**src/rtl/core/i2cbb_pkg.sv**
```systemverilog
// Shared types and constants of the I2C bit-bang master.
// No dependencies; imported by the front end, queue, sequencer and top level.
package i2cbb_pkg;

  typedef enum logic [2:0] {
    KIND_START_WR = 3'd0,
    KIND_WR_BYTE  = 3'd1,
    KIND_START_RD = 3'd2,
    KIND_RD_BYTE  = 3'd3,
    KIND_STOP     = 3'd4
  } kind_e;

  typedef enum logic [1:0] {
    PH_IDLE,
    PH_WRITE,
    PH_READ
  } phase_e;

  typedef enum logic [1:0] {
    SEG_START,
    SEG_TX,
    SEG_RX,
    SEG_STOP
  } seg_e;

  typedef struct packed {
    logic       has_start;
    logic       has_tx;
    logic       has_rx;
    logic       has_stop;
    logic [7:0] data;
    logic       ack_this;
    logic       seen;
    logic [7:0] ack_count;
    logic       aborted;
  } cmd_t;

  typedef struct packed {
    logic       scl;
    logic       sda_release;
    logic       sample_point;
    logic       last;
    logic       ack_seen;
    logic [7:0] read_byte;
    logic [7:0] ack_count;
    logic       aborted;
  } event_t;

  typedef struct packed {
    logic full;
    logic empty;
  } q_status_t;

  localparam int unsigned QDEPTH = 2;
  localparam int unsigned QPTR_W = $clog2(QDEPTH);
  localparam int unsigned QCNT_W = $clog2(QDEPTH + 1);

  localparam logic [3:0] ACK_SLOT     = 4'd8;
  localparam logic [3:0] LAST_DATA    = 4'd7;
  localparam logic [7:0] ACK_SAT      = 8'hFF;

endpackage

```
**src/rtl/core/i2cbb_front.sv**
```systemverilog
// Command front end: address register, transaction state, command decode.
// Depends on i2cbb_pkg; pushes one pin-sequence descriptor per live command.
module i2cbb_front (
  input  logic                clk_i,
  input  logic                rst_ni,
  input  logic                cfg_we_i,
  input  logic [6:0]          cfg_wdata_i,
  input  logic                in_valid_i,
  output logic                in_ready_o,
  input  logic [2:0]          kind_i,
  input  logic [7:0]          data_byte_i,
  input  logic                ack_sample_i,
  input  logic [7:0]          sda_bits_i,
  input  logic                ack_this_i,
  input  logic                continue_count_i,
  input  i2cbb_pkg::q_status_t q_status_i,
  output logic                push_o,
  output i2cbb_pkg::cmd_t     cmd_o
);
  import i2cbb_pkg::*;

  logic [6:0] addr_q;
  phase_e     phase_q, phase_d;
  logic [7:0] cnt_q, cnt_d;
  logic       abort_q, abort_d;
  logic       accept;
  logic       live;
  logic       seen;
  logic [7:0] cnt_base;

  assign in_ready_o = !q_status_i.full;
  assign accept     = in_valid_i && !q_status_i.full;
  assign seen       = !ack_sample_i;

  always_comb begin
    phase_d  = phase_q;
    cnt_d    = cnt_q;
    abort_d  = abort_q;
    live     = 1'b0;
    cnt_base = cnt_q;
    cmd_o    = '0;
    unique case (kind_e'(kind_i))
      KIND_START_WR: begin
        live            = 1'b1;
        cmd_o.has_start = 1'b1;
        cmd_o.has_tx    = 1'b1;
        cmd_o.data      = {addr_q, 1'b0};
        cmd_o.has_stop  = !seen;
        cmd_o.seen      = seen;
        cnt_d           = seen ? 8'd1 : 8'd0;
        abort_d         = !seen;
        phase_d         = seen ? PH_WRITE : PH_IDLE;
      end
      KIND_WR_BYTE: begin
        if (phase_q == PH_WRITE) begin
          live           = 1'b1;
          cmd_o.has_tx   = 1'b1;
          cmd_o.data     = data_byte_i;
          cmd_o.has_stop = !seen;
          cmd_o.seen     = seen;
          if (seen) begin
            cnt_d = (cnt_q == ACK_SAT) ? cnt_q : cnt_q + 8'd1;
          end else begin
            abort_d = 1'b1;
            phase_d = PH_IDLE;
          end
        end
      end
      KIND_START_RD: begin
        if (!(continue_count_i && abort_q)) begin
          live            = 1'b1;
          cnt_base        = continue_count_i ? cnt_q : 8'd0;
          cmd_o.has_start = 1'b1;
          cmd_o.has_tx    = 1'b1;
          cmd_o.data      = {addr_q, 1'b1};
          cmd_o.has_stop  = !seen;
          cmd_o.seen      = seen;
          abort_d         = !seen;
          phase_d         = seen ? PH_READ : PH_IDLE;
          cnt_d           = cnt_base;
          if (seen && cnt_base != ACK_SAT) begin
            cnt_d = cnt_base + 8'd1;
          end
        end
      end
      KIND_RD_BYTE: begin
        if (phase_q == PH_READ) begin
          live           = 1'b1;
          cmd_o.has_rx   = 1'b1;
          cmd_o.data     = sda_bits_i;
          cmd_o.ack_this = ack_this_i;
        end
      end
      KIND_STOP: begin
        if (phase_q != PH_IDLE) begin
          live           = 1'b1;
          cmd_o.has_stop = 1'b1;
          phase_d        = PH_IDLE;
        end
      end
      default: begin
        live = 1'b0;
      end
    endcase
    cmd_o.ack_count = cnt_d;
    cmd_o.aborted   = abort_d;
  end

  assign push_o = accept && live;

  always_ff @(posedge clk_i or negedge rst_ni) begin
    if (!rst_ni) begin
      addr_q  <= '0;
      phase_q <= PH_IDLE;
      cnt_q   <= '0;
      abort_q <= 1'b0;
    end else begin
      if (cfg_we_i) begin
        addr_q <= cfg_wdata_i;
      end
      if (accept) begin
        phase_q <= phase_d;
        cnt_q   <= cnt_d;
        abort_q <= abort_d;
      end
    end
  end

endmodule

```
**src/rtl/core/i2cbb_fifo.sv**
```systemverilog
// Short descriptor queue between the command front end and the pin sequencer.
// Depends on i2cbb_pkg for the descriptor type and the depth.
module i2cbb_fifo (
  input  logic                 clk_i,
  input  logic                 rst_ni,
  input  logic                 push_i,
  input  i2cbb_pkg::cmd_t      push_data_i,
  input  logic                 pop_i,
  output i2cbb_pkg::cmd_t      pop_data_o,
  output i2cbb_pkg::q_status_t status_o
);
  import i2cbb_pkg::*;

  cmd_t              mem_q [QDEPTH];
  logic [QPTR_W-1:0] wr_q;
  logic [QPTR_W-1:0] rd_q;
  logic [QCNT_W-1:0] cnt_q;
  logic              do_push;
  logic              do_pop;

  assign status_o.full  = (cnt_q == QCNT_W'(QDEPTH));
  assign status_o.empty = (cnt_q == '0);
  assign do_push        = push_i && !status_o.full;
  assign do_pop         = pop_i && !status_o.empty;
  assign pop_data_o     = mem_q[rd_q];

  always_ff @(posedge clk_i) begin
    if (do_push) begin
      mem_q[wr_q] <= push_data_i;
    end
  end

  always_ff @(posedge clk_i or negedge rst_ni) begin
    if (!rst_ni) begin
      wr_q  <= '0;
      rd_q  <= '0;
      cnt_q <= '0;
    end else begin
      if (do_push) begin
        wr_q <= (wr_q == QPTR_W'(QDEPTH - 1)) ? '0 : wr_q + QPTR_W'(1);
      end
      if (do_pop) begin
        rd_q <= (rd_q == QPTR_W'(QDEPTH - 1)) ? '0 : rd_q + QPTR_W'(1);
      end
      cnt_q <= cnt_q + QCNT_W'(do_push) - QCNT_W'(do_pop);
    end
  end

endmodule

```
**src/rtl/core/i2cbb_back.sv**
```systemverilog
// Pin sequencer: expands one descriptor into start, byte, ack and stop events.
// Depends on i2cbb_pkg; drives the registered output event.
module i2cbb_back (
  input  logic                 clk_i,
  input  logic                 rst_ni,
  input  i2cbb_pkg::q_status_t q_status_i,
  input  i2cbb_pkg::cmd_t      cmd_i,
  output logic                 pop_o,
  output logic                 out_valid_o,
  input  logic                 out_ready_i,
  output i2cbb_pkg::event_t    out_event_o
);
  import i2cbb_pkg::*;

  logic       active_q, active_d;
  seg_e       seg_q, seg_d;
  logic [3:0] bit_q, bit_d;
  logic [1:0] sub_q, sub_d;
  logic [7:0] sh_q, sh_d;
  cmd_t       cmd_q;
  logic       scl_q, scl_d;
  logic       sda_q, sda_d;
  logic       valid_q;
  event_t     ev_q, ev_d;
  logic       issue;
  logic       seg_end;
  logic       smp;
  logic       last;

  assign issue = active_q && (!valid_q || out_ready_i);
  assign pop_o = !active_q && !q_status_i.empty;

  always_comb begin
    scl_d    = scl_q;
    sda_d    = sda_q;
    smp      = 1'b0;
    seg_end  = 1'b0;
    seg_d    = seg_q;
    bit_d    = bit_q;
    sub_d    = sub_q + 2'd1;
    sh_d     = sh_q;
    active_d = active_q;
    unique case (seg_q)
      SEG_START: begin
        unique case (sub_q)
          2'd0:    scl_d = 1'b1;
          2'd1:    sda_d = 1'b1;
          2'd2:    sda_d = 1'b0;
          default: begin
            scl_d   = 1'b0;
            seg_end = 1'b1;
            seg_d   = SEG_TX;
            bit_d   = '0;
            sub_d   = '0;
            sh_d    = cmd_q.data;
          end
        endcase
      end
      SEG_TX: begin
        if (sub_q == 2'd0) begin
          sda_d = (bit_q == ACK_SLOT) ? 1'b1 : sh_q[7];
        end else if (sub_q == 2'd1) begin
          scl_d = 1'b1;
          smp   = (bit_q == ACK_SLOT);
        end else begin
          scl_d = 1'b0;
          bit_d = bit_q + 4'd1;
          sub_d = '0;
          sh_d  = {sh_q[6:0], 1'b0};
          if (bit_q == ACK_SLOT) begin
            seg_end = 1'b1;
            seg_d   = SEG_STOP;
          end
        end
      end
      SEG_RX: begin
        if (sub_q == 2'd0) begin
          sda_d = (bit_q == ACK_SLOT) ? !cmd_q.ack_this : 1'b1;
        end else if (sub_q == 2'd1) begin
          scl_d = 1'b1;
          smp   = (bit_q != ACK_SLOT);
        end else begin
          scl_d = 1'b0;
          bit_d = bit_q + 4'd1;
          sub_d = (bit_q == LAST_DATA) ? 2'd0 : 2'd1;
          if (bit_q == ACK_SLOT) begin
            seg_end = 1'b1;
          end
        end
      end
      default: begin
        if (sub_q == 2'd0) begin
          sda_d = 1'b0;
        end else if (sub_q == 2'd1) begin
          scl_d = 1'b1;
        end else begin
          sda_d   = 1'b1;
          seg_end = 1'b1;
        end
      end
    endcase

    last = seg_end && (seg_q != SEG_START) && !(seg_q == SEG_TX && cmd_q.has_stop);
    if (seg_end && last) begin
      active_d = 1'b0;
    end
    if (pop_o) begin
      active_d = 1'b1;
      bit_d    = '0;
      sub_d    = '0;
      sh_d     = cmd_i.data;
      if (cmd_i.has_start) begin
        seg_d = SEG_START;
      end else if (cmd_i.has_tx) begin
        seg_d = SEG_TX;
      end else if (cmd_i.has_rx) begin
        seg_d = SEG_RX;
      end else begin
        seg_d = SEG_STOP;
      end
    end

    ev_d.scl          = scl_d;
    ev_d.sda_release  = sda_d;
    ev_d.sample_point = smp;
    ev_d.last         = last;
    ev_d.ack_seen     = last && cmd_q.seen;
    ev_d.read_byte    = (last && cmd_q.has_rx) ? cmd_q.data : 8'd0;
    ev_d.ack_count    = cmd_q.ack_count;
    ev_d.aborted      = cmd_q.aborted;
  end

  always_ff @(posedge clk_i) begin
    if (pop_o) begin
      cmd_q <= cmd_i;
    end
    if (issue) begin
      ev_q <= ev_d;
    end
  end

  always_ff @(posedge clk_i or negedge rst_ni) begin
    if (!rst_ni) begin
      active_q <= 1'b0;
      seg_q    <= SEG_START;
      bit_q    <= '0;
      sub_q    <= '0;
      sh_q     <= '0;
      scl_q    <= 1'b1;
      sda_q    <= 1'b1;
      valid_q  <= 1'b0;
    end else begin
      if (issue || pop_o) begin
        active_q <= active_d;
        seg_q    <= seg_d;
        bit_q    <= bit_d;
        sub_q    <= sub_d;
        sh_q     <= sh_d;
      end
      if (issue) begin
        scl_q   <= scl_d;
        sda_q   <= sda_d;
        valid_q <= 1'b1;
      end else if (out_ready_i) begin
        valid_q <= 1'b0;
      end
    end
  end

  assign out_valid_o = valid_q;
  assign out_event_o = ev_q;

endmodule

```
**src/rtl/core/i2c_bitbang_master.sv**
```systemverilog
// Top level of the I2C bit-bang master: front end, descriptor queue, sequencer.
// Depends on i2cbb_pkg, i2cbb_front, i2cbb_fifo and i2cbb_back.
//
//   channel  | direction | handshake                | payload
//   ---------+-----------+--------------------------+-------------------------------
//   cfg      | in        | cfg_we_i                 | cfg_wdata_i = slave_address
//   s_axis   | in        | s_axis_tvalid/tready     | tuser = kind, tdata = fields
//   m_axis   | out       | m_axis_tvalid/tready     | tlast = last, tdata = fields
//
// One command makes 0 to 34 pin events, one event per cycle while m_axis_tready
// is high; the sequencer loads the next command from the queue once the current one ends.
// The two-entry queue lets the next commands be accepted while events still flow.
// Reset leaves SCL and SDA released, the phase idle, count and abort flag clear.
// Commands that cause no events are accepted and dropped without queue entries.
module i2c_bitbang_master (
  input  logic        clk_i,
  input  logic        rst_ni,
  input  logic        cfg_we_i,
  input  logic [6:0]  cfg_wdata_i,
  input  logic        s_axis_tvalid,
  output logic        s_axis_tready,
  // kind[2:0]
  input  logic [2:0]  s_axis_tuser,
  // data_byte[7:0], ack_sample[8], sda_bits[16:9], ack_this[17],
  // continue_count[18], zero[23:19]
  input  logic [23:0] s_axis_tdata,
  output logic        m_axis_tvalid,
  input  logic        m_axis_tready,
  // scl[0], sda_release[1], sample_point[2], ack_seen[3], read_byte[11:4],
  // ack_count[19:12], aborted[20], zero[23:21]
  output logic [23:0] m_axis_tdata,
  output logic        m_axis_tlast
);
  import i2cbb_pkg::*;

  q_status_t q_status;
  cmd_t      push_cmd;
  cmd_t      pop_cmd;
  logic      push;
  logic      pop;
  event_t    ev;

  i2cbb_front u_front (
    .clk_i            (clk_i),
    .rst_ni           (rst_ni),
    .cfg_we_i         (cfg_we_i),
    .cfg_wdata_i      (cfg_wdata_i),
    .in_valid_i       (s_axis_tvalid),
    .in_ready_o       (s_axis_tready),
    .kind_i           (s_axis_tuser),
    .data_byte_i      (s_axis_tdata[7:0]),
    .ack_sample_i     (s_axis_tdata[8]),
    .sda_bits_i       (s_axis_tdata[16:9]),
    .ack_this_i       (s_axis_tdata[17]),
    .continue_count_i (s_axis_tdata[18]),
    .q_status_i       (q_status),
    .push_o           (push),
    .cmd_o            (push_cmd)
  );

  i2cbb_fifo u_fifo (
    .clk_i       (clk_i),
    .rst_ni      (rst_ni),
    .push_i      (push),
    .push_data_i (push_cmd),
    .pop_i       (pop),
    .pop_data_o  (pop_cmd),
    .status_o    (q_status)
  );

  i2cbb_back u_back (
    .clk_i       (clk_i),
    .rst_ni      (rst_ni),
    .q_status_i  (q_status),
    .cmd_i       (pop_cmd),
    .pop_o       (pop),
    .out_valid_o (m_axis_tvalid),
    .out_ready_i (m_axis_tready),
    .out_event_o (ev)
  );

  assign m_axis_tlast = ev.last;
  assign m_axis_tdata = {3'b000, ev.aborted, ev.ack_count, ev.read_byte, ev.ack_seen,
                         ev.sample_point, ev.sda_release, ev.scl};

endmodule

```
**config.mk**
```make
export PLATFORM = sky130hd
export DESIGN_NAME = i2c_bitbang_master
export DESIGN_NICKNAME = d
export VERILOG_FILES = /design/src/rtl/core/i2cbb_pkg.sv /design/src/rtl/core/i2cbb_front.sv /design/src/rtl/core/i2cbb_fifo.sv /design/src/rtl/core/i2cbb_back.sv /design/src/rtl/core/i2c_bitbang_master.sv
export SDC_FILE = /design/constraint.sdc
export NUM_CORES = 1
export LEC_CHECK = 0
export BUFFER_PORTS_ARGS = -buffer_cell sky130_fd_sc_hd__buf_2
export CAP_MARGIN = 30
export CORE_ASPECT_RATIO = 1.75
export CORE_MARGIN = 2
export CORE_UTILIZATION = 37
export DETAILED_ROUTE_END_ITERATION = 8
export GPL_TIMING_DRIVEN = 0
export PLACE_DENSITY = 0.63
export SYNTH_ARGS = -nofsm -noshare
export SYNTH_HDL_FRONTEND = slang
export SYNTH_HIERARCHICAL = 1
export SYNTH_SLANG_ARGS = --single-unit
```
**constraint.sdc**
```tcl
create_clock -name clk_i -period 4.2 [get_ports clk_i]
set_clock_uncertainty 0.15 [all_clocks]
set_input_delay 0 -clock clk_i [delete_from_list [all_inputs] [get_ports clk_i]]
set_output_delay 0 -clock clk_i [all_outputs]
set_load 0.005 [all_outputs]
```
# Word-level counts from Yosys, hierarchy flattened
# Memories as Yosys holds them, arrays and structs flattened.
# Cells that the tools add are included.
[classes] eq_ne=26 n_reduce_logical=42 n_addsub=8 mux=98
[op_table] cell="8-bit two-way mux" count=10
[op_table] cell="1-bit two-way mux" count=43
[op_table] cell="2-bit two-way mux" count=19
[op_table] cell="8-bit one-hot mux with 4 select lines" count=1
[op_table] cell="9-bit two-way mux" count=3
[op_table] cell="8-bit one-hot mux with 3 select lines" count=1
[op_table] cell="8-bit by 1-bit adder with 8-bit output, second input constant" count=2
[op_table] cell="4-bit two-way mux" count=4
[op_table] cell="8-bit one-hot mux with 2 select lines" count=1
[op_table] cell="3-bit by 2-bit != test with 1-bit output, second input constant" count=5
[op_table] cell="1-bit logical AND" count=14
[op_table] cell="1-bit one-hot mux with 2 select lines" count=6
[op_table] cell="1-bit one-hot mux with 3 select lines" count=4
[op_table] cell="6-bit AND reduction" count=2
[op_table] cell="5-bit AND reduction" count=2
[op_table] cell="2-bit equality test, second input constant" count=4
[op_table] cell="8-bit equality test, second input constant" count=1
[op_table] cell="8-bit != test, second input constant" count=1
[op_table] cell="2-bit one-hot mux with 4 select lines" count=1
[op_table] cell="4-bit one-hot mux with 2 select lines" count=1
[op_table] cell="2-bit nonzero test" count=4
[op_table] cell="1-bit logical NOT" count=7
[op_table] cell="2-bit by 1-bit equality test with 1-bit output, second input constant" count=3
[op_table] cell="3-bit by 2-bit equality test with 1-bit output, second input constant" count=2
[op_table] cell="25 further kinds" count=33
[word_totals] ramBits=46 output_inout_bits=27 memories=1 input_bits=39 regBits=85
[mem_list] name="u_fifo.mem_q" words=2 word_bits=23 rd=1 rd_ports_with_merged_regs=0 wr=1 line_no="i2cbb_fifo.sv:14" text="cmd_t mem_q [QDEPTH];"

# Depth between registers and ports, before layout
# Gate-level depths: netlist (run 1).
[logic_depth] word_depth=10 ltp_mapped=11 mapped_depth_nobuf=10

# Cells and area by module
# Netlist (run 1), hierarchy kept.
[by_module_without_submodules] mod="i2cbb_back" seq_area_each_um2=1794.2 n_inst=1 cells_per_inst=218 area_each_um2=2852.7
[by_module_without_submodules] mod="i2cbb_fifo" seq_area_each_um2=1481.4 n_inst=1 cells_per_inst=90 area_each_um2=1963.1
[by_module_without_submodules] mod="i2cbb_front" seq_area_each_um2=450.4 n_inst=1 cells_per_inst=240 area_each_um2=1890.6
[by_module_without_submodules] mod="i2c_bitbang_master" seq_area_each_um2=0.0 n_inst=1 cells_per_inst=4 area_each_um2=26.3

# Least setup slack after synthesis (run 1)
# No wires, ideal clock.
[synth_timing] path_kind="reg2reg" start="reg u_front.abort_q" end="mem u_fifo/mem_q[0][0] in the netlist's numbering, enable pin" setup_ns=0.403 t_required_ns=3.647 period_less_slack_ns=2.719 arrival_time_ns=2.166 path_buffers=1 setup_slack_ns=1.481 path_stages_with_launch=6 path_cell_list="dfrtp_1 buf_2 a31oi_2 o311a_1 nand2_1 nor2_1"
[synth_between] elab_chain_cells=7
[synth_rtl] item="start, declared" line_no="i2cbb_front.sv:25" text="logic abort_q, abort_d;"
[synth_rtl] item="start signal, assigned" line_no="i2cbb_front.sv:124" text="abort_q <= abort_d;"
[synth_rtl] item="1-bit logical AND" line_no="i2cbb_front.sv:70" text="if (!(continue_count_i && abort_q)) begin"
[synth_rtl] item="1-bit two-way mux" line_no="i2cbb_front.sv:70"
[synth_rtl] item="1-bit one-hot mux with 5 select lines" line_no="i2cbb_front.sv:42" text="unique case (kind_e'(kind_i))"
[synth_rtl] item="1-bit logical AND" line_no="i2cbb_front.sv:109" text="assign push_o = accept && live;"
[synth_rtl] item="named net push" line_no="i2c_bitbang_master.sv:39" text="logic push;"
[synth_rtl] item="1-bit logical AND" line_no="i2cbb_fifo.sv:23" text="assign do_push = push_i && !status_o.full;"
[synth_rtl] item="1-bit two-way mux" line_no="i2cbb_fifo.sv:28" text="if (do_push) begin"
[synth_rtl] item="1-bit two-way mux (not written as such)" line_no="i2cbb_fifo.sv:29" text="mem_q[wr_q] <= push_data_i;"
[synth_rtl] item="end, declared" line_no="i2cbb_fifo.sv:14"
# The timed path passes the listed nets, and every way through them passes these cells.

==> results of run 1 <==
[cells in the mapped netlist (all sizes together) (2+ instances only)]
library cell   n  share of area (%)
a222oi         7                1.0
clkbuf         4               0.22
a21o           2               0.22
nand4          5               0.56
nand2b        10               0.97
mux2          42                8.1
buf           32                3.8
mux2i         12                1.8
ha            16                3.0
xor2           2               0.26
a31oi          9               0.93
xnor2          6               0.78
inv           25                1.4
edfxtp        89                 40
o22ai          6               0.65
or4b           2               0.30
o311a          2               0.30
a21boi         2               0.22
o311ai         2               0.26
and4           2               0.26
or2            4               0.37
nand3          7               0.59
nor3b          3               0.58
nor3          12               0.97
or3b           2               0.26
a21oi         29                2.2
and3          12                1.1
nand2         48                2.7
dfrtp         40                 15
or4            2               0.22
o211ai         3               0.33
nor2          26                1.6
o21ai         41                3.2
and2           6               0.56
a22oi          4               0.52
nand4b         2               0.35
nor4           3               0.28
nor2b          3               0.32
nand3b         3               0.33
dfstp          2               0.78
[cell type report]
| class | count | area [um2] | area share (%) |
|---|---|---|---|
| multi-input combinational | 362 | 2650 | 31.7 |
| tap | 234 | 293 | 3.50 |
| sequential | 131 | 3730 | 44.6 |
| clock inverter | 13 | 189 | 2.26 |
| timing repair buffer | 95 | 703 | 8.41 |
| buffer | 36 | 273 | 3.26 |
| clock buffer | 19 | 433 | 5.18 |
| inverter | 25 | 93.8 | 1.12 |
[cells in the final DEF, fill, tap and decap left out, drive strengths merged, types with 16 or more instances in the layout]
master / count
inv: 25
a21oi: 29
dfrtp: 40
dlygate4sd3: 37
nor2: 26
buf: 90
o21ai: 41
nand2: 48
edfxtp: 89
mux2: 42
clkbuf: 23
ha: 16
[state kept, by name, summed over array words and instances (netlist names)]
| signal | flops |
|---|---|
| u_back/out_valid_o | 1 |
| u_back/active_q | 1 |
| u_back/sda_q | 1 |
| u_fifo/rd_q | 1 |
| u_back/sub_q | 2 |
| u_fifo/wr_q | 1 |
| u_back/cmd_q | 21 |
| u_back/scl_q | 1 |
| u_fifo/cnt_q | 2 |
| u_front/addr_q | 7 |
| u_back/bit_q | 4 |
| u_front/cnt_q | 8 |
| u_back/out_event_o | 22 |
| u_fifo/mem_q | 46 |
| u_front/phase_q | 2 |
| u_back/seg_q | 2 |
| u_back/sh_q | 8 |
| u_front/abort_q | 1 |
[per-layer routing]
layer | track usage [%] | part of all wire [%]
met1 | 15.7 | 35
met2 | 33.0 | 56
met3 | 3.29 | 3.2
met4 | 12.6 | 6.2
met5 | 0 | 0
[final timing paths]
kind | end | cells after the start
worst max register to register | u_fifo/mem_q[0][13] | 7
worst min-delay path | u_front/cnt_q[2] | 2
max in group asynchronous | u_back/sda_q | 3
worst max-delay path | u_fifo/mem_q[0][13] | 7
worst min register to register | u_back/out_event_o[1] | 0
min in group clk_i | u_front/cnt_q[3] | 4
[per-stage QoR]
stage / std cells / utilization [%] / hold slack (ns) / area [um2] / setup WS, ns
finish: 915 / 46.5 / 0.0318 / 8360 / 1.37
global placement: 843 / 40.7 / 0.0871 / 7310 / 0.550
CTS: 915 / 46.5 / 0.0185 / 8360 / 1.38
detailed placement: 846 / 41.0 / -0.0670 / 7370 / 1.40
floorplan: 554 / - / -0.446 / 6740 / 1.48
global route: 915 / 46.5 / 0.0511 / 8360 / 1.23
[where the power goes]
part	switching [mW]	total [mW]	internal, mW
sequential	0.157	1.85	1.69
clock	0.513	1.55	1.04
combinational	0.861	1.58	0.720
total	1.53	4.98	3.45
[kinds of logic (layout without fill, tap and decap cells)]
logic type      count (synthesis)  after routing  share of synthesized area [%]
simple gates                  158            158                           13.0
flops                         131            131                           55.3
compound gates                123            123                           12.2
buf+inv                        61            188                           5.45
mux                            54             54                           9.92
fa+ha+maj                      16             16                           2.97
xor+xnor                        8              8                           1.04
other cells                     1              3                         0.0557
[timing repair]
| item | in CTS | in global routing |
|---|---|---|
| endpoints found under the setup margin | 0 | 0 |
| resized for setup | 0 | 0 |
| hold buffers | 37 | 0 |
| endpoints found under the hold margin | 77 | 0 |
==> metrics.txt, run 1 <==
status finished with violations; failing checks design-rule violations; count of cell types in the netlist 86; number of global-route vias before repair 5083; CP Cell Sequence nand2b_1 -> inv_1 -> nor2b_1 -> o311a_1 -> nand2_1 -> nor2_2 -> buf_8; clock-pin slew on the worst setup and hold paths 0.05 ns; Final Setup Violations 0; Peak supply drop 0.292 mV; kind of critical path flop to flop; clock buffer depth 2; Hold Crit Class primary input to async pin; drt via density 5.31; Worst-Skew Late Latency 0.41 ns; detail-routed net length per standard cell 17.6 um; PwrDens 596 nW/um2; static leakage 3.40 nW; EDFF count, synth 89; Row Count 65; Max Clock Freq 353 MHz; Cell Area, Synth 6730 um2; CP Max Fanout 14; nets 723; synth-to-layout area growth 24.2%; first-pass GRT wire length 25300 um; H-tree levels 4; IO Port Bufs 55; CP max-delay cell nor2b_1; Hold Fails Final Rpt 0; post-synthesis sequential area ratio 55.3%; Iter 0 DRT Violations 180; syn_area_per_cell 12.2 um2; DRC violations left 1; Total Power 4.98 mW; Initial Util 37.5%; post-route ant nets 0; Startpoint Class flop; Crit Reg-Reg Startpoint u_fifo/cnt_q[1]; gp weighted congestion 0.876; crit path time final 2.83 ns; Post-CTS Setup Repair Bufs 0; Die X 106 um; fin crit share 67.4%; Slew @ Worst Pin 0.946 ns; Crit path max-delay family simple AND/OR/NAND/NOR gates; total routed wirelength 16100 um; dpl hpwl 11700 um; via count 4862; share of layout cells above drive strength 1 27.3%; R2R Setup Slk 1.37 ns; Worst Path Required 4.17 ns; MaxCap Viol Count 0; die area 19300 um2; CTS root buffer clkbuf_16; total track usage 17.2%; TritonCTS clock tree done; Critical path buffers and inverters 2; Yosys Warn Count 6; async set-or-reset flop fraction in the synthesized netlist 32.1%; Clock Sinks 131; initial antenna violation count 0; Slew HR 36.9%; Die Y 182 um; TritonCTS buffer count 17; Data arrival, critical path 2.80 ns; I/O pin total 66; CP startpoint u_fifo/cnt_q[1]; fillcell total 1608; DRT Pass-1 Iters 7; Crit path largest cell delay 0.54 ns; pin count of the biggest net entering global routing 32; setup total negative slack 0 ns; # diodes 0; GRT overflow 0; Max Slew Vio Count 0; RSZ-0062 raised after global routing no; Core Area 18000 um2; Post-synth top flop edfxtp_1; flops & latches, synth 131; Mapped Cells 552; critical path endpoint category flop
Power figures use the tool's default switching activity.
==> run 2, diff against run 1 <==
Settings changed: PLACE_DENSITY 0.63 to 0.65.
Clock period 4.2 ns to 2.4 ns, I/O delays scaled along.
==> metrics.txt, run 2 (synthesis results as in run 1) <==
Max Clock Freq 431 MHz (+22%); Pint 5.79 mW (+68%); IO Port Bufs 55 (unchanged); R2R Setup Slk 0.08 ns (-1.29 ns); H-tree levels 4 (unchanged); PwrDens 1010 nW/um2 (+70%); combinational power share 33.3% (+1.6 points); Worst-Skew Late Latency 0.42 ns (about the same); number of global-route vias before repair 5144 (+1.2%); die area 19300 um2 (unchanged); worst slack, placed -0.412 ns (-1.82 ns); R2R cell count 11 (+4); max FFs per register 46 (unchanged); post-route ant nets 0 (unchanged); Flop pwr share 37.8% (+0.7 points); Max Slew Vio Count 0 (unchanged); Data arrival, critical path 2.51 ns (-0.29 ns); Post-Layout Inst Area 8440 um2 (+1.0%); kind of critical path flop to flop; MaxCap Viol Count 0 (unchanged); Peak supply drop 0.508 mV (+74%); Die Y 182 um (unchanged); drt via density 5.33 (+0.25%); status completed; Core Area 18000 um2 (unchanged); Crit Reg-Reg Startpoint u_fifo/cnt_q[1]; Hold Fails Final Rpt 0 (unchanged); fin crit share 96.7% (+29 points); share of layout cells above drive strength 1 29.6% (+2.3 points); Die X 106 um (unchanged); Iter 0 DRT Violations 226 (+26%); sw frac 32.3% (+1.5 points); synth-to-layout area growth 25.4%; Crit path max-delay family simple AND/OR/NAND/NOR gates; Initial Util 37.5% (unchanged); TritonCTS clock tree done; fin worst setup slack 0.0797 ns (-1.29 ns); total routed wirelength 16100 um (-0.22%); total track usage 17.3% (+0.076 points); Clock Sinks 131 (unchanged); fillcell total 1601 (-0.44%); detail-routed net length per standard cell 17.4 um (-1.1%); GRT overflow 0 (unchanged); TritonCTS buffer count 17 (unchanged); Startpoint Class flop; DP Cell Count 846 (unchanged); static leakage 3.43 nW (+0.83%); crit path time final 2.32 ns (-0.511 ns); I/O pin total 66 (unchanged); Total Power 8.54 mW (+71%); critical path endpoint category flop; CP Cell Sequence nor2_2 -> or2_2 -> buf_6 -> inv_2 -> buf_12 -> nor2b_4 -> ha_1 -> inv_1 -> ha_1 -> xnor2_1 -> xnor2_1; DRC violations left 0 (-1); # diodes 0 (unchanged); Clock Power Share 28.9% (-2.3 points); clock-pin slew on the worst setup and hold paths 0.05 ns (about the same); clock buffer depth 2 (unchanged); via count 4917 (+1.1%); gp weighted congestion 0.919 (+4.9%); pin count of the biggest net entering global routing 32 (unchanged); Slew @ Worst Pin 0.930 ns (-0.0157 ns); Hold Crit Class primary input to async pin; capturing point of the worst reg2reg path u_fifo/cnt_q[1]; initial antenna violation count 0 (unchanged); Critical path buffers and inverters 4 (+2); nets 731 (+1.1%); Slew HR 37.9% (+1.0 points); CTS root buffer clkbuf_16; Crit path largest cell delay 0.39 ns (-0.15 ns); CP max-delay cell dfrtp_1; dpl hpwl 11300 um (-3.6%); Most flops, register u_fifo/mem_q; first-pass GRT wire length 25700 um (+1.6%); Net Switching 2.76 mW (+80%); most frequent cells in the layout edfxtp_1 (89), buf_2 (70), nand2_1 (47); RSZ-0062 raised after global routing yes; Final Setup Violations 0 (unchanged); Worst Path Required 2.59 ns (-1.58 ns); DRT Pass-1 Iters 7 (unchanged); Row Count 65 (unchanged); CP Max Fanout 31 (+17); most common cell after layout, fill and taps aside edfxtp_1; Placed Instance Area 7360 um2 (-0.10%); Post-Layout Cell Count 923 (+0.87%)
[run 2: changes by cell type in the layout (fill, tap and decap cells not counted), sizes merged]
cell | previous run | this run
bufinv | 5 | 1
buf | 90 | 96
clkbuf | 23 | 26
inv | 25 | 27
clkinvlp | 1 | 4
dlygate4sd3 | 37 | 39
clkinv | 7 | 3
[run 2: stage by stage]
step           TNS (ns)  utilization (%)  hold WS [ns]
2_1_floorplan         0                -        -0.446
3_3_place_gp     -33.13             40.7        0.0870
3_5_place_dp     -14.08             41.0        -0.115
4_1_cts               0             46.5       0.00971
5_1_grt          -0.151             47.0       0.00932
6_report              0             47.0      0.000770
[run 2: worst max path at each step]
stage	from	endpoint	slack, ns	cells after the start
floorplan	u_front/abort_q	u_fifo/mem_q[0][0]	0.05	5
global placement	u_fifo/cnt_q[1]	u_fifo/mem_q[0][12]	-0.78	6
detailed placement	u_fifo/cnt_q[0]	u_fifo/mem_q[0][13]	-0.41	7
CTS	u_fifo/cnt_q[0]	u_fifo/cnt_q[1]	0.02	10
global route	u_fifo/cnt_q[1]	u_fifo/cnt_q[1]	-0.07	11
finish	u_fifo/cnt_q[1]	u_fifo/cnt_q[1]	0.08	11
[run 2: power by group through the flow]
stage | registers [mW] | logic (mW) | clock network (mW)
2_1_floorplan | 3.19 | 1.99 | 0
3_3_place_gp | 3.24 | 2.57 | 0
3_5_place_dp | 3.26 | 2.66 | 0
4_1_cts | 3.22 | 2.76 | 2.52
5_1_grt | 3.28 | 3.10 | 2.62
6_report | 3.23 | 2.84 | 2.47
[run 2: area by class of cell]
cell class              count  area, um2  area share, %
repair buffers            103        768           9.10
plain buffers              36        285           3.38
multi-input cells         362       2700           32.0
inverters                  25       93.8           1.11
flip-flops and latches    131       3730           44.2
clock buffers              22        474           5.62
well taps                 234        293           3.47
clock inverters            10        101           1.20
[run 2: what timing repair did]
| action | in CTS | in global routing |
|---|---|---|
| gates cloned | 0 | 0 |
| pin swaps | 1 | 5 |
| setup buffers | 0 | 5 |
| hold buffers | 39 | 0 |
| hold endpoints to repair | 80 | 0 |
| endpoints found under the setup margin | 48 | 33 |
| gates resized for setup | 9 | 8 |
[run 2: per-layer routing]
layer  GRT usage (%)  part of all wire [%]  wire length, um
met5               0                     0                0
met2            32.6                    55             8890
met1            16.6                    35             5660
met3            3.50                   3.9              633
met4            11.5                   5.4              874
[run 2: worst reg2reg max path: cells and delay by family (launching register included)]
| kind | cells | cell delay, ns |
|---|---|---|
| flops | 1 | 0.39 |
| buf+inv | 4 | 0.49 |
| fa+ha+maj | 2 | 0.37 |
| xor+xnor | 2 | 0.26 |
| simple gates | 3 | 0.59 |
==> run 3, diff against run 2 <==
Settings changed: CORE_ASPECT_RATIO 1.75 to not set.
==> metrics.txt, run 3 (synthesis results as in run 1) <==
RSZ-0062 raised after global routing yes; Crit path largest cell delay 0.37 ns (-0.02 ns); most common cell after layout, fill and taps aside edfxtp_1; max FFs per register 46 (unchanged); status finished with violations; I/O pin total 66 (unchanged); Post-Layout Cell Count 915 (-0.87%); Worst-Skew Late Latency 0.42 ns (about the same); clock-pin slew on the worst setup and hold paths 0.06 ns (about the same); Core Area 17900 um2 (-0.40%); H-tree levels 4 (unchanged); CP max-delay cell dfrtp_1; IO Port Bufs 55 (unchanged); PwrDens 1020 nW/um2 (+0.71%); CTS root buffer clkbuf_16; gp weighted congestion 0.928 (+0.98%); via count 4825 (-1.9%); initial antenna violation count 0 (unchanged); dpl hpwl 10600 um (-6.6%); Most flops, register u_fifo/mem_q; Critical path buffers and inverters 2 (-2); Worst Path Required 2.58 ns (about the same); DP Cell Count 841 (-0.59%); Crit Reg-Reg Startpoint u_front/phase_q[1]; # diodes 0 (unchanged); total track usage 16.8% (-0.53 points); Final Setup Violations 1 (+1); critical path endpoint category flop; pin count of the biggest net entering global routing 27 (-16%); worst slack, placed -0.383 ns (+0.0287 ns); Iter 0 DRT Violations 392 (+73%); Placed Instance Area 7370 um2 (about the same); number of global-route vias before repair 4844 (-5.8%); total routed wirelength 15900 um (-0.83%); Hold Path End u_front/cnt_q[3]; DRT Pass-1 Iters 6 (-1); R2R cell count 11 (unchanged); Post-Layout Inst Area 8460 um2 (+0.15%); synth-to-layout area growth 25.6%; CP Max Fanout 9 (-71%); Crit path max-delay family adder cells; CP Cell Sequence clkbuf_4 -> nor2_1 -> mux2i_1 -> nor3_2 -> o311a_1 -> nand2_1 -> ha_1 -> inv_1 -> ha_1 -> xnor2_1 -> xnor2_1; most frequent cells in the layout edfxtp_1 (89), buf_2 (69), nand2_1 (48); R2R Setup Slk -0.05 ns (-0.12 ns); detail-routed net length per standard cell 17.4 um (about the same); MaxCap Viol Count 0 (unchanged); static leakage 3.43 nW (+0.12%); Die X 139 um (+31%); fillcell total 1608 (+0.44%); capturing point of the worst reg2reg path u_fifo/cnt_q[1]; GRT overflow 0 (unchanged); share of layout cells above drive strength 1 29.2% (-0.45 points); crit path time final 2.45 ns (+0.125 ns); WP depth 11 (unchanged); clock buffer depth 2 (unchanged); Slew HR 38.8% (+0.84 points); DRC violations left 0 (unchanged); Hold Fails Final Rpt 0 (unchanged); Data arrival, critical path 2.63 ns (+0.12 ns); Hold Startpoint s_axis_tuser[2]; Clock Sinks 131 (unchanged); TritonCTS buffer count 17 (unchanged); fin crit share 102% (+5.2 points); die area 19300 um2 (-0.22%); Max Clock Freq 409 MHz (-5.1%); Startpoint Class flop; kind of critical path flop to flop; first-pass GRT wire length 25800 um (+0.11%); Slew @ Worst Pin 0.917 ns (-0.0126 ns); nets 728 (-0.41%); TritonCTS clock tree done; Row Count 49 (-25%); post-route ant nets 0 (unchanged); drt via density 5.27 (-1.0%); failing checks negative setup slack; Hold Crit Class primary input to flop; Max Slew Vio Count 0 (unchanged); Initial Util 37.6% (+0.15 points); Worst Hold Path Cells 4; fin worst setup slack -0.0451 ns (-0.125 ns); Peak supply drop 0.601 mV (+18%); Die Y 139 um (-24%)
## run 3: layer usage
metal  global-route usage, %  share of wire (%)  vias up
li1                        -                  -     2292
met1                    22.3                 46     2335
met2                    27.2                 47      182
met3                    3.90                5.4       16
met4                    5.74                1.3        0
met5                       0                  0        -
## run 3: worst max-delay path by stage
stage	from	to
after floorplan	u_front/abort_q	u_fifo/mem_q[0][0]
after global placement	u_fifo/cnt_q[1]	u_fifo/mem_q[0][5]
after detailed placement	u_fifo/cnt_q[1]	u_fifo/mem_q[0][6]
after CTS	u_front/cnt_q[0]	u_front/cnt_q[6]
after global routing	u_front/phase_q[1]	u_fifo/cnt_q[1]
final	u_front/phase_q[1]	u_fifo/cnt_q[1]
## run 3: layout make-up
cell class	count	area (um2)	area share, %
inverters	25	93.8	1.11
clock buffers	21	460	5.44
repair buffers	100	773	9.14
multi-input cells	362	2720	32.1
plain buffers	36	288	3.40
flip-flops and latches	131	3730	44.1
clock inverters	11	110	1.30
well taps	229	287	3.39
## run 3: worst register-to-register path: stages, from the launching register on
cell and delay, ns:
dfrtp_1 0.37, clkbuf_4 0.18, nor2_1 0.11, mux2i_1 0.10, nor3_2 0.18, o311a_1 0.19
nand2_1 0.14, ha_1 0.32, inv_1 0.04, ha_1 0.18, xnor2_1 0.23, xnor2_1 0.17
## run 3: stage by stage
stage               util, %  power (mW)  hold slack (ns)  TNS, ns
detailed placement     41.2        5.92           -0.158    -8.87
CTS                    47.0        8.58           0.0134        0
global route           47.2        9.10           0.0328   -0.346
finish                 47.2        8.62           0.0327  -0.0451
global placement       40.8        5.78           0.0836   -26.70
floorplan                 -        5.18           -0.446        0
## run 3: what timing repair did
item,4_1_cts,5_1_grt
setup buffers,1,2
endpoints found under the setup margin,45,28
hold endpoints to repair,84,0
pin swaps,1,3
gates cloned,1,0
resized for setup,11,8
hold buffers,38,0
## run 3: report_power, final
part           switching (mW)  leakage (nW)  internal, mW  total, mW
Combinational            1.54          1.82          1.34       2.88
Sequential              0.278          1.33          2.96       3.24
Clock                   0.934         0.274          1.57       2.50
